[src/hdl/ppm_pkg.sv]
// ----------------------------------------------------------------------------
// ppm_pkg
// shared types, codes and defaults of the ppm frame decoder
// ----------------------------------------------------------------------------
package ppm_pkg;

    // default sizing
    localparam int PPM_CHANNELS  = 16;
    localparam int PPM_TIME_BITS = 16;

    // fixed field widths
    localparam int TICK_W     = 16;
    localparam int PORT_W     = 32;
    localparam int SLOT_W     = 4;
    localparam int PIN_W      = 5;
    localparam int FUNC_W     = 2;
    localparam int CFG_IDX_W  = 2;
    localparam int CFG_DATA_W = 16;

    // register reset values
    localparam logic [PIN_W-1:0]  PIN_SELECT_RST       = 5'd0;
    localparam logic [TICK_W-1:0] SYNC_THRESHOLD_RST   = 16'd3000;
    localparam logic [TICK_W-1:0] INACTIVITY_LIMIT_RST = 16'd25000;

    // register indexes
    localparam logic [CFG_IDX_W-1:0] CFG_PIN_SELECT       = 2'd0;
    localparam logic [CFG_IDX_W-1:0] CFG_SYNC_THRESHOLD   = 2'd1;
    localparam logic [CFG_IDX_W-1:0] CFG_INACTIVITY_LIMIT = 2'd2;

    // item function codes
    localparam logic [FUNC_W-1:0] FUNC_SAMPLE  = 2'd0;
    localparam logic [FUNC_W-1:0] FUNC_TIMEOUT = 2'd1;
    localparam logic [FUNC_W-1:0] FUNC_READ    = 2'd2;

    typedef struct packed {
        logic [FUNC_W-1:0] func;
        logic [PORT_W-1:0] port_word;
        logic [TICK_W-1:0] timestamp;
        logic [SLOT_W-1:0] read_slot;
    } in_item_t;

    typedef struct packed {
        logic [TICK_W-1:0] pulse_ticks;
        logic              signal_active;
    } out_item_t;

    typedef struct packed {
        logic [PIN_W-1:0]  pin_select;
        logic [TICK_W-1:0] sync_threshold;
        logic [TICK_W-1:0] inactivity_limit;
    } cfg_t;

endpackage

[src/hdl/ppm_stream_if.sv]
// ----------------------------------------------------------------------------
// ppm_stream_if
// valid/ready stream channel with a typed payload
// ----------------------------------------------------------------------------
interface ppm_stream_if #(
    parameter type payload_t = logic
) ();

    logic     valid;
    logic     ready;
    payload_t data;

    modport source (output valid, output data, input ready);
    modport sink   (input valid, input data, output ready);

endinterface

[src/hdl/ppm_cfg_regs.sv]
// ----------------------------------------------------------------------------
// ppm_cfg_regs
// configuration register file, write only
// ----------------------------------------------------------------------------
module ppm_cfg_regs (
    input  logic                           clk,
    input  logic                           rst_n,
    input  logic                           cfg_we,
    input  logic [ppm_pkg::CFG_IDX_W-1:0]  cfg_index,
    input  logic [ppm_pkg::CFG_DATA_W-1:0] cfg_data,
    output ppm_pkg::cfg_t                  cfg
);

    ppm_pkg::cfg_t cfg_reg;

    always_ff @(posedge clk or negedge rst_n)
    begin
        if (!rst_n)
        begin
            cfg_reg.pin_select       <= ppm_pkg::PIN_SELECT_RST;
            cfg_reg.sync_threshold   <= ppm_pkg::SYNC_THRESHOLD_RST;
            cfg_reg.inactivity_limit <= ppm_pkg::INACTIVITY_LIMIT_RST;
        end
        else if (cfg_we)
        begin
            unique case (cfg_index)
                ppm_pkg::CFG_PIN_SELECT:
                    cfg_reg.pin_select <= cfg_data[ppm_pkg::PIN_W-1:0];
                ppm_pkg::CFG_SYNC_THRESHOLD:
                    cfg_reg.sync_threshold <= cfg_data[ppm_pkg::TICK_W-1:0];
                ppm_pkg::CFG_INACTIVITY_LIMIT:
                    cfg_reg.inactivity_limit <= cfg_data[ppm_pkg::TICK_W-1:0];
                default: ;  // unmapped index, ignored
            endcase
        end
    end

    assign cfg = cfg_reg;

endmodule

[src/hdl/ppm_decode_core.sv]
// ----------------------------------------------------------------------------
// ppm_decode_core
// edge timing, slot store and activity flag; one item per step
// ----------------------------------------------------------------------------
module ppm_decode_core #(
    parameter int CHANNELS  = ppm_pkg::PPM_CHANNELS,
    parameter int TIME_BITS = ppm_pkg::PPM_TIME_BITS
) (
    input  logic                clk,
    input  logic                rst_n,
    input  ppm_pkg::cfg_t       cfg,
    input  logic                step,
    input  ppm_pkg::in_item_t   item,
    output ppm_pkg::out_item_t  result
);

    localparam int IDX_W = (CHANNELS > 1) ? $clog2(CHANNELS) : 1;
    localparam int CMP_W = (TIME_BITS > ppm_pkg::TICK_W) ? TIME_BITS : ppm_pkg::TICK_W;
    localparam int RS_W  = ((IDX_W > ppm_pkg::SLOT_W) ? IDX_W : ppm_pkg::SLOT_W) + 1;

    logic                      last_level_reg, last_level_next;
    logic [TIME_BITS-1:0]      last_fall_reg, last_fall_next;
    logic [IDX_W-1:0]          slot_index_reg, slot_index_next;
    logic                      active_reg, active_next;
    logic [ppm_pkg::TICK_W-1:0] slot_store_reg [CHANNELS];

    logic [CMP_W-1:0]          ts_ext;
    logic [TIME_BITS-1:0]      now;
    logic [TIME_BITS-1:0]      gap;
    logic [CMP_W-1:0]          gap_ext;
    logic                      level;
    logic                      frame_start;
    logic                      wr_en;
    logic [RS_W-1:0]           rs_ext;
    logic                      rs_in_range;
    logic [IDX_W-1:0]          rs_idx;

    always_comb
    begin
        ts_ext      = CMP_W'(item.timestamp);
        now         = ts_ext[TIME_BITS-1:0];
        gap         = now - last_fall_reg;      // wraps at the timer width
        gap_ext     = CMP_W'(gap);
        level       = item.port_word[cfg.pin_select];
        frame_start = gap_ext > CMP_W'(cfg.sync_threshold);
        rs_ext      = RS_W'(item.read_slot);
        rs_in_range = rs_ext < RS_W'(CHANNELS);
        rs_idx      = rs_ext[IDX_W-1:0];

        last_level_next    = last_level_reg;
        last_fall_next     = last_fall_reg;
        slot_index_next    = slot_index_reg;
        active_next        = active_reg;
        wr_en              = 1'b0;
        result.pulse_ticks = '0;

        unique case (item.func)
            ppm_pkg::FUNC_SAMPLE:
            begin
                if (level != last_level_reg)
                begin
                    last_level_next = level;
                    if (!level)
                    begin
                        if (frame_start)
                        begin
                            slot_index_next = '0;
                        end
                        else
                        begin
                            wr_en = 1'b1;
                            if (slot_index_reg == IDX_W'(CHANNELS - 1))
                                slot_index_next = '0;
                            else
                                slot_index_next = slot_index_reg + 1'b1;
                        end
                        active_next    = 1'b1;
                        last_fall_next = now;
                    end
                end
            end
            ppm_pkg::FUNC_TIMEOUT:
            begin
                if (active_reg && (gap_ext > CMP_W'(cfg.inactivity_limit)))
                    active_next = 1'b0;
            end
            ppm_pkg::FUNC_READ:
            begin
                if (rs_in_range)
                    result.pulse_ticks = slot_store_reg[rs_idx];
            end
            default: ;  // unused code, no effect
        endcase

        result.signal_active = active_next;
    end

    always_ff @(posedge clk or negedge rst_n)
    begin
        if (!rst_n)
        begin
            last_level_reg <= 1'b1;
            last_fall_reg  <= '0;
            slot_index_reg <= '0;
            active_reg     <= 1'b0;
            for (int i = 0; i < CHANNELS; i++)
                slot_store_reg[i] <= '0;
        end
        else if (step)
        begin
            last_level_reg <= last_level_next;
            last_fall_reg  <= last_fall_next;
            slot_index_reg <= slot_index_next;
            active_reg     <= active_next;
            if (wr_en)
                slot_store_reg[slot_index_reg] <= gap_ext[ppm_pkg::TICK_W-1:0];
        end
    end

endmodule

[src/hdl/ppm_frame_decoder.sv]
// ----------------------------------------------------------------------------
// ppm_frame_decoder
// rc ppm pulse train decoder with slot readback and activity timeout
// ----------------------------------------------------------------------------
// path: an input transfer passes the input register, then the result register
// throughput: 1 item per cycle while the output is not stalled, set by the single
//   decode pass whose state updates in the same cycle it produces the result
// reset: rst_n clears config to defaults, state, slot store and both stages
// ----------------------------------------------------------------------------
module ppm_frame_decoder #(
    parameter int CHANNELS  = ppm_pkg::PPM_CHANNELS,
    parameter int TIME_BITS = ppm_pkg::PPM_TIME_BITS
) (
    input  logic                           clk,
    input  logic                           rst_n,
    input  logic                           cfg_we,
    input  logic [ppm_pkg::CFG_IDX_W-1:0]  cfg_index,
    input  logic [ppm_pkg::CFG_DATA_W-1:0] cfg_data,
    ppm_stream_if.sink                     in_ch,
    ppm_stream_if.source                   out_ch
);

    // config registers
    ppm_pkg::cfg_t      cfg;

    // input stage
    logic               s1_valid_reg;
    ppm_pkg::in_item_t  s1_item_reg;

    // result stage
    logic               out_valid_reg;
    ppm_pkg::out_item_t out_item_reg;

    ppm_pkg::out_item_t core_result;
    logic               out_free;
    logic               s1_advance;
    logic               in_xfer;

    ppm_cfg_regs u_cfg (
        .clk       (clk),
        .rst_n     (rst_n),
        .cfg_we    (cfg_we),
        .cfg_index (cfg_index),
        .cfg_data  (cfg_data),
        .cfg       (cfg)
    );

    // the core commits its state only when the item moves into the result stage
    ppm_decode_core #(
        .CHANNELS  (CHANNELS),
        .TIME_BITS (TIME_BITS)
    ) u_core (
        .clk    (clk),
        .rst_n  (rst_n),
        .cfg    (cfg),
        .step   (s1_advance),
        .item   (s1_item_reg),
        .result (core_result)
    );

    // result register empty or being drained this cycle
    assign out_free   = !out_valid_reg || out_ch.ready;
    assign s1_advance = s1_valid_reg && out_free;
    // input stage can take a new transfer whenever its item moves on
    assign in_ch.ready = !s1_valid_reg || out_free;
    assign in_xfer     = in_ch.valid && in_ch.ready;

    always_ff @(posedge clk or negedge rst_n)
    begin
        if (!rst_n)
        begin
            s1_valid_reg  <= 1'b0;
            out_valid_reg <= 1'b0;
        end
        else
        begin
            if (in_ch.ready)
                s1_valid_reg <= in_ch.valid;
            if (out_free)
                out_valid_reg <= s1_valid_reg;
        end
    end

    // payload registers, no reset needed
    always_ff @(posedge clk)
    begin
        if (in_xfer)
            s1_item_reg <= in_ch.data;
        if (s1_advance)
            out_item_reg <= core_result;
    end

    assign out_ch.valid = out_valid_reg;
    assign out_ch.data  = out_item_reg;

    // an input transfer always lands in the input stage
    a_in_lands: assert property (@(posedge clk) disable iff (!rst_n)
        in_xfer |=> s1_valid_reg)
        else $error("input transfer did not fill the input stage");

    // a stalled result must block the decode step
    a_stall_blocks: assert property (@(posedge clk) disable iff (!rst_n)
        (out_ch.valid && !out_ch.ready) |-> !s1_advance)
        else $error("decode step while result stalled");

    // every decode step shows up as a valid result next cycle
    a_step_result: assert property (@(posedge clk) disable iff (!rst_n)
        s1_advance |=> out_ch.valid)
        else $error("decode step lost its result");

endmodule
[src/flat_wrapper.sv]
// flat-port wrapper written by rule: the top's interface ports become plain ports
module ppm_frame_decoder_flat 
#(
    parameter int CHANNELS  = ppm_pkg::PPM_CHANNELS,
    parameter int TIME_BITS = ppm_pkg::PPM_TIME_BITS
)
  (clk, rst_n, cfg_we, cfg_index, cfg_data, in_ch_valid, in_ch_data, in_ch_ready, out_ch_valid, out_ch_data, out_ch_ready);
  ppm_stream_if in_ch_i ();
  ppm_stream_if out_ch_i ();
  input  logic clk;
  input  logic rst_n;
  input  logic cfg_we;
  input  logic [ppm_pkg::CFG_IDX_W-1:0] cfg_index;
  input  logic [ppm_pkg::CFG_DATA_W-1:0] cfg_data;
  input wire logic [$bits(in_ch_i.valid)-1:0] in_ch_valid;
  input wire logic [$bits(in_ch_i.data)-1:0] in_ch_data;
  output wire logic [$bits(in_ch_i.ready)-1:0] in_ch_ready;
  output wire logic [$bits(out_ch_i.valid)-1:0] out_ch_valid;
  output wire logic [$bits(out_ch_i.data)-1:0] out_ch_data;
  input wire logic [$bits(out_ch_i.ready)-1:0] out_ch_ready;
  assign in_ch_i.valid = in_ch_valid;
  assign in_ch_i.data = in_ch_data;
  assign in_ch_ready = in_ch_i.ready;
  assign out_ch_valid = out_ch_i.valid;
  assign out_ch_data = out_ch_i.data;
  assign out_ch_i.ready = out_ch_ready;
  ppm_frame_decoder #(.CHANNELS(CHANNELS), .TIME_BITS(TIME_BITS)) u_core (.clk(clk), .rst_n(rst_n), .cfg_we(cfg_we), .cfg_index(cfg_index), .cfg_data(cfg_data), .in_ch(in_ch_i), .out_ch(out_ch_i));
endmodule
[config.mk]
export PLATFORM = sky130hd
export DESIGN_NAME = ppm_frame_decoder_flat
export DESIGN_NICKNAME = d
export VERILOG_FILES = /design/src/hdl/ppm_pkg.sv /design/src/hdl/ppm_stream_if.sv /design/src/hdl/ppm_cfg_regs.sv /design/src/hdl/ppm_decode_core.sv /design/src/hdl/ppm_frame_decoder.sv /design/src/flat_wrapper.sv
export SDC_FILE = /design/constraint.sdc
export NUM_CORES = 1
export LEC_CHECK = 0
export BUFFER_PORTS_ARGS = -buffer_cell sky130_fd_sc_hd__buf_4
export CAP_MARGIN = 20
export CORE_AREA = 8 8 45 47
export DETAILED_ROUTE_END_ITERATION = 7
export DIE_AREA = 0 0 53 55
export PLACE_DENSITY = 0.54
export SYNTH_ARGS = -nofsm -noshare
export SYNTH_HDL_FRONTEND = slang
export SYNTH_SLANG_ARGS = --single-unit
[constraint.sdc]
create_clock -name clk -period 1.1 [get_ports clk]
set_input_delay 0.22 -clock clk [delete_from_list [all_inputs] [get_ports clk]]
set_output_delay 0.22 -clock clk [all_outputs]
set_load 0.05 [all_outputs]
Word-level counts from Yosys, hierarchy flattened
Memory sizes are Yosys's and may differ from the RTL's.
Index checks and enable logic that the tools add are counted.
{"block": "word_totals", "out_inout_bits": 3, "memories": 1, "regBits": 10, "latch_bits": 0, "inputBits": 24, "mem_bits_ro": 32, "mem_bits_rw": 0}
{"memory": "(name not given)", "words": 32, "word_bits": 1, "rd": 1, "rd_clocked_by_memory_dff": 0, "wr": 0, "line": "ppm_decode_core.sv:44", "text": "level = item.port_word[cfg.pin_select];"}
{"block": "op_classes", "n_div": 0, "order_cmp": 1, "n_eq_ne": 1, "multipliers": 0, "n_addsub": 0, "bitwise": 0, "n_shift": 0, "reduce_logical": 8, "mux": 3}
{"cell": "$lt 5x6->1 const B", "count": 1}
{"cell": "$reduce_and 2->1", "count": 2}
{"cell": "$mux 1", "count": 3}
{"cell": "$logic_not 1->1", "count": 2}
{"cell": "$logic_not 2->1", "count": 1}
{"cell": "$logic_or 1x1->1", "count": 2}
{"cell": "$logic_and 1x1->1", "count": 1}
{"cell": "$ne 1x1->1", "count": 1}

Longest topological paths before layout
{"block": "depth", "word_depth": 4, "mapped_depth": 2, "depth_no_buf": 2}

By module
A second synthesis with hierarchy kept.
{"block": "hier_totals", "hier_cells": 1406, "area_unflattened_um2": 16210.5}
{"module": "ppm_decode_core", "instances": 1, "cells_each": 1316, "area_per_inst_um2": 14520.2, "seq_area_each_um2": 6957.9}
{"module": "ppm_cfg_regs", "instances": 1, "cells_each": 79, "area_per_inst_um2": 1522.7, "seq_area_each_um2": 942.2}
{"module": "ppm_frame_decoder", "instances": 1, "cells_each": 11, "area_per_inst_um2": 167.7, "seq_area_each_um2": 110.1}

Least setup slack after synthesis
Ideal clock, no wire load.
{"block": "synth_timing", "path_type": "register to output", "from": "register u_core.out_valid_reg, in the netlist u_core.out_ch.valid", "to": "output in_ch_ready", "stages_incl_launch_ff": 3, "t_arrival_ns": 1.182, "path_slack_ns": -0.302, "cell_sequence": "dfrtp_1 -> and2b_1 -> nand2_1"}
{"block": "synth_via", "elab_chain_cells": 3}
{"item": "start: declaration", "line": "ppm_frame_decoder.sv:31", "text": "logic out_valid_reg;"}
{"item": "start signal: assignment", "line": "ppm_frame_decoder.sv:80", "text": "out_valid_reg <= s1_valid_reg;"}
{"item": "$logic_not 1->1", "line": "ppm_frame_decoder.sv:62", "text": "assign out_free = !out_valid_reg || out_ch.ready;"}
{"item": "$logic_or 1x1->1", "line": "ppm_frame_decoder.sv:62"}
{"item": "$logic_or 1x1->1", "line": "ppm_frame_decoder.sv:65", "text": "assign in_ch.ready = !s1_valid_reg || out_free;"}
{"item": "end: declaration", "line": "flat_wrapper.sv:17", "text": "output wire logic [$bits(in_ch_i.ready)-1:0] in_ch_ready;"}
No other way between the ends.

Worst setup path in the final report
Same ends and word-level chain as after synthesis.

==> qor.txt <==
PWR
-------------------------------------------------------------------------------------
Pwr dens ............................................................... 1510 nW/um^2
Lkg Pwr ................................................................     0.161 nW
Total power consumption of the routed design ...........................   0.000518 W
Maximum vdd ir drop ....................................................     0.430 mV

PLACED DESIGN
-------------------------------------------------------------------------------------
Placed Cells incl. Taps ................................................           37
Last weighted congestion value of the routability-driven placer ........        0.609
Input/output buffers ...................................................            6
Placement-stage worst setup slack ......................................    0.0516 ns

ROUTE
-------------------------------------------------------------------------------------
Vias after detailed routing ............................................          150
Number of optimization iterations in the first detailed-route pass .....            1
Routed WL ..............................................................  449 microns
Residual antenna-violating net count after detailed routing ............            0
DR DRC count ...........................................................            0
Vias/cell ..............................................................         3.49
Avg WL per Cell ........................................................ 10.4 microns
Number of DRC markers in iteration 0 ...................................            0

CTS
-------------------------------------------------------------------------------------
Clock tree from TritonCTS ..............................................        built
Clock buffer count from CTS ............................................            3
Clock slew seen by the registers of the worst setup and hold paths .....      0.04 ns
Clock sink count .......................................................            5
Clock network latency to the later pin of the worst-skew pair ..........      0.24 ns
Clock Tree Root ........................................................     clkbuf_4
Number of buffers between clock root and the deepest sink ..............            2
H-Tree Depth ...........................................................            1

WORST SETUP PATH
-------------------------------------------------------------------------------------
Cell family contributing the most delay on the critical path ...........   flip-flops
Launch point of the worst reg-to-reg path .............................. u_core.out_ch.valid
Type of the worst setup path ...........................................      reg2out
Launching element of the worst setup path .............................. u_core.out_ch.valid
Arrival time reported for the critical path endpoint ...................      1.05 ns
Depth of the most critical reg-to-reg path .............................            4
Number of buffer and inverter stages on the critical path ..............            1
Kind of capture point of the worst setup path ..........................  output port
Critical path cell sequence ............................................ and2b_1 -> nand2_4 -> buf_8
Critical path fanouts, max .............................................            2
Cell at the slowest stage of the critical path .........................      dfrtp_2
Total stage count of the critical path .................................            3
Peak per-stage delay on the critical path ..............................      0.39 ns
CP Launch Type .........................................................     register
Required time of the critical path .....................................      0.88 ns

FLOORPLANNING
-------------------------------------------------------------------------------------
CORE AREA ..............................................................   1380 sq um
Die Ht .................................................................   55 microns
I/O Pins ...............................................................           27
Std cell rows ..........................................................           14
Effective utilization at floorplan .....................................        14.4%
Die boundary width .....................................................   53 microns
Die Outline Area .......................................................   2920 sq um

FINISH
-------------------------------------------------------------------------------------
Fill cells .............................................................          153
Signed area change from the synthesized netlist to the final layout ....        72.3%
Utilization of the core after routing ..................................        24.8%
NumNets Final ..........................................................           52
Count of placed standard cells in the final layout, fillers left out ...           43
Number of antenna repair diodes ........................................            0
Share of final-layout standard cells stronger than drive strength 1 ....        59.3%

STA
-------------------------------------------------------------------------------------
Number of pins exceeding their max-slew limit in the final report ......            0
Final setup margin .....................................................    -0.165 ns
Slew of the pin with the lowest slew margin ............................     0.213 ns
Tcrit/Tclk final .......................................................         115%
Setup repair after global routing missed its margin ....................          yes
Number of setup violations in the final report .........................            3
Highest attainable clock frequency .....................................      790 MHz
Worst slew slack as a fraction of its limit ............................        85.8%
Min Tclk post-route ....................................................      1.27 ns
Worst clock skew on the final layout ...................................  0.000474 ns
Number of endpoints with negative hold slack in the final report .......            0

GRT
-------------------------------------------------------------------------------------
Antenna violations before repair .......................................            0
Wire length of the first global-routing pass ...........................  862 microns
Overflow left after global routing .....................................            0
Largest net degree at the start of global routing ......................            7
Total GRT Usage ........................................................        4.44%
Via count of the first global-routing pass .............................          200

LOGIC SYNTHESIS
-------------------------------------------------------------------------------------
Mean area per synthesized cell .........................................   14.2 sq um
Dominant combinational cell family by area after synthesis ............. simple AND/OR/NAND/NOR gates
Netlist area before placement ..........................................    199 sq um
Adder-cell area share of the yosys netlist .............................           0%
Cells taking the most area after synthesis ............................. dfrtp_1 38%, edfxtp_1 15%, dfstp_2 13%
Compound-Gate Fraction of Synth Area ...................................        11.9%
Cell count after synthesis .............................................           14
Seq/Total Area, Yosys ..................................................        66.0%
Net count after synthesis ..............................................           38
Number of enable flip-flop cells after synthesis .......................            1
Number of unique standard cell types used by synthesis .................           12
Xor/xnor share of the synthesized area .................................           0%
Post-synthesis share of cell area spent on and, or, nand and nor gates .        22.0%
Biggest area consumer among synthesized cells ..........................      dfrtp_1
Synth warn .............................................................            0
Portion of netlist area occupied by mux cells ..........................           0%
Number of register bits inferred by synthesis ..........................            5
Area share of the largest cell type after synthesis ....................        37.7%
Most frequent cell after synthesis .....................................      dfrtp_1
Most instantiated flip-flop cell in the synthesis netlist ..............      dfrtp_1
Async set-or-reset flop fraction in the synthesized netlist ............        80.0%

WORST HOLD PATH
-------------------------------------------------------------------------------------
Type of the worst min-delay path .......................................       in2reg
Hold_sp ................................................................  in_ch_valid
Worst hold path depth ..................................................            2

OUTCOME
-------------------------------------------------------------------------------------
Violations in the final reports ........................................ setup timing
Result of the run ...................................................... complete, but fails checks

FLOW RUN
-------------------------------------------------------------------------------------
Maximum capacitance violations .........................................            0

[power breakdown]
part	internal (W)	leakage, nW	switching, W
Clock	0.000137	0.0150	0.0000753
Sequential	0.000198	0.0550	0.00000736
Combinational	0.0000478	0.0911	0.0000517
Total	0.000383	0.161	0.000134
[layout by cell type, fill, tap and decap left out]
cell / synthesis / routed
buf_4: 0 / 5
clkbuf_4: 0 / 3
buf_8: 0 / 2
dfrtp_1: 3 / 2
or2_2: 1 / 1
nand2b_4: 1 / 1
a21boi_0: 1 / 1
and2_1: 1 / 1
a31o_1: 1 / 1
and2b_1: 1 / 1
nand2_4: 0 / 1
a21o_1: 1 / 1
nand2b_1: 1 / 1
clkbuf_1: 0 / 1
dlygate4sd3_1: 0 / 1
buf_6: 0 / 1
edfxtp_1: 1 / 1
dfrtp_2: 0 / 1
dfstp_2: 1 / 1
[cell type report]
type | count | area (sq um) | share of cell area (%)
timing repair buffer | 9 | 88.8 | 25.9
sequential | 5 | 133 | 38.7
multi-input combinational | 9 | 75.1 | 21.9
clock buffer | 4 | 26.3 | 7.66
tap | 16 | 20.0 | 5.84
[path summary, 6_finish.rpt]
kind,end,slack [ns]
hold reg to reg,u_core.u_core.active_reg,0.46
setup reg to reg,u_core.out_ch.data,-0.02
max in group asynchronous,u_core.u_core.last_level_reg,0.59
min in group asynchronous,u_core.out_ch.valid,0.32
hold / removal,u_core.s1_valid_reg,0.16
setup / recovery,in_ch_ready,-0.17
[cell families after synthesis]
logic type | count (synthesis)
and+or+nand+nor | 6
DFF | 5
AOI/OAI and AO/OA | 3
[routing by layer]
metal	up-vias	track usage, %	routed length [microns]
li1	74	-	-
met1	69	4.13	192
met2	7	5.66	202
met3	0	2.67	53
met4	0	6.47	0
met5	-	0	0
[worst register-to-register path: cells and delay by family, from the launching register on]
kind          cells  cell delay [ns]
buf+inv           2             0.24
flops             1             0.39
simple gates      2             0.20
[per-stage QoR]
stage / cell area [sq um] / TNS, ns / hold WS, ns
5_1_grt: 343 / -0.424 / 0.160
6_report: 343 / -0.324 / 0.161
4_1_cts: 328 / -0.256 / 0.155
3_3_place_gp: 280 / 0 / 0.0162
2_1_floorplan: 208 / -0.0124 / -0.0756
3_5_place_dp: 280 / 0 / 0.0194
[timing repair]
item	4_1_cts	5_1_grt
pin swaps	0	0
resized for setup	3	2
endpoints found under the hold margin	4	0
hold buffers	1	0
setup endpoints to repair	2	2
setup buffers	0	1
Power figures use the tool's default switching activity.
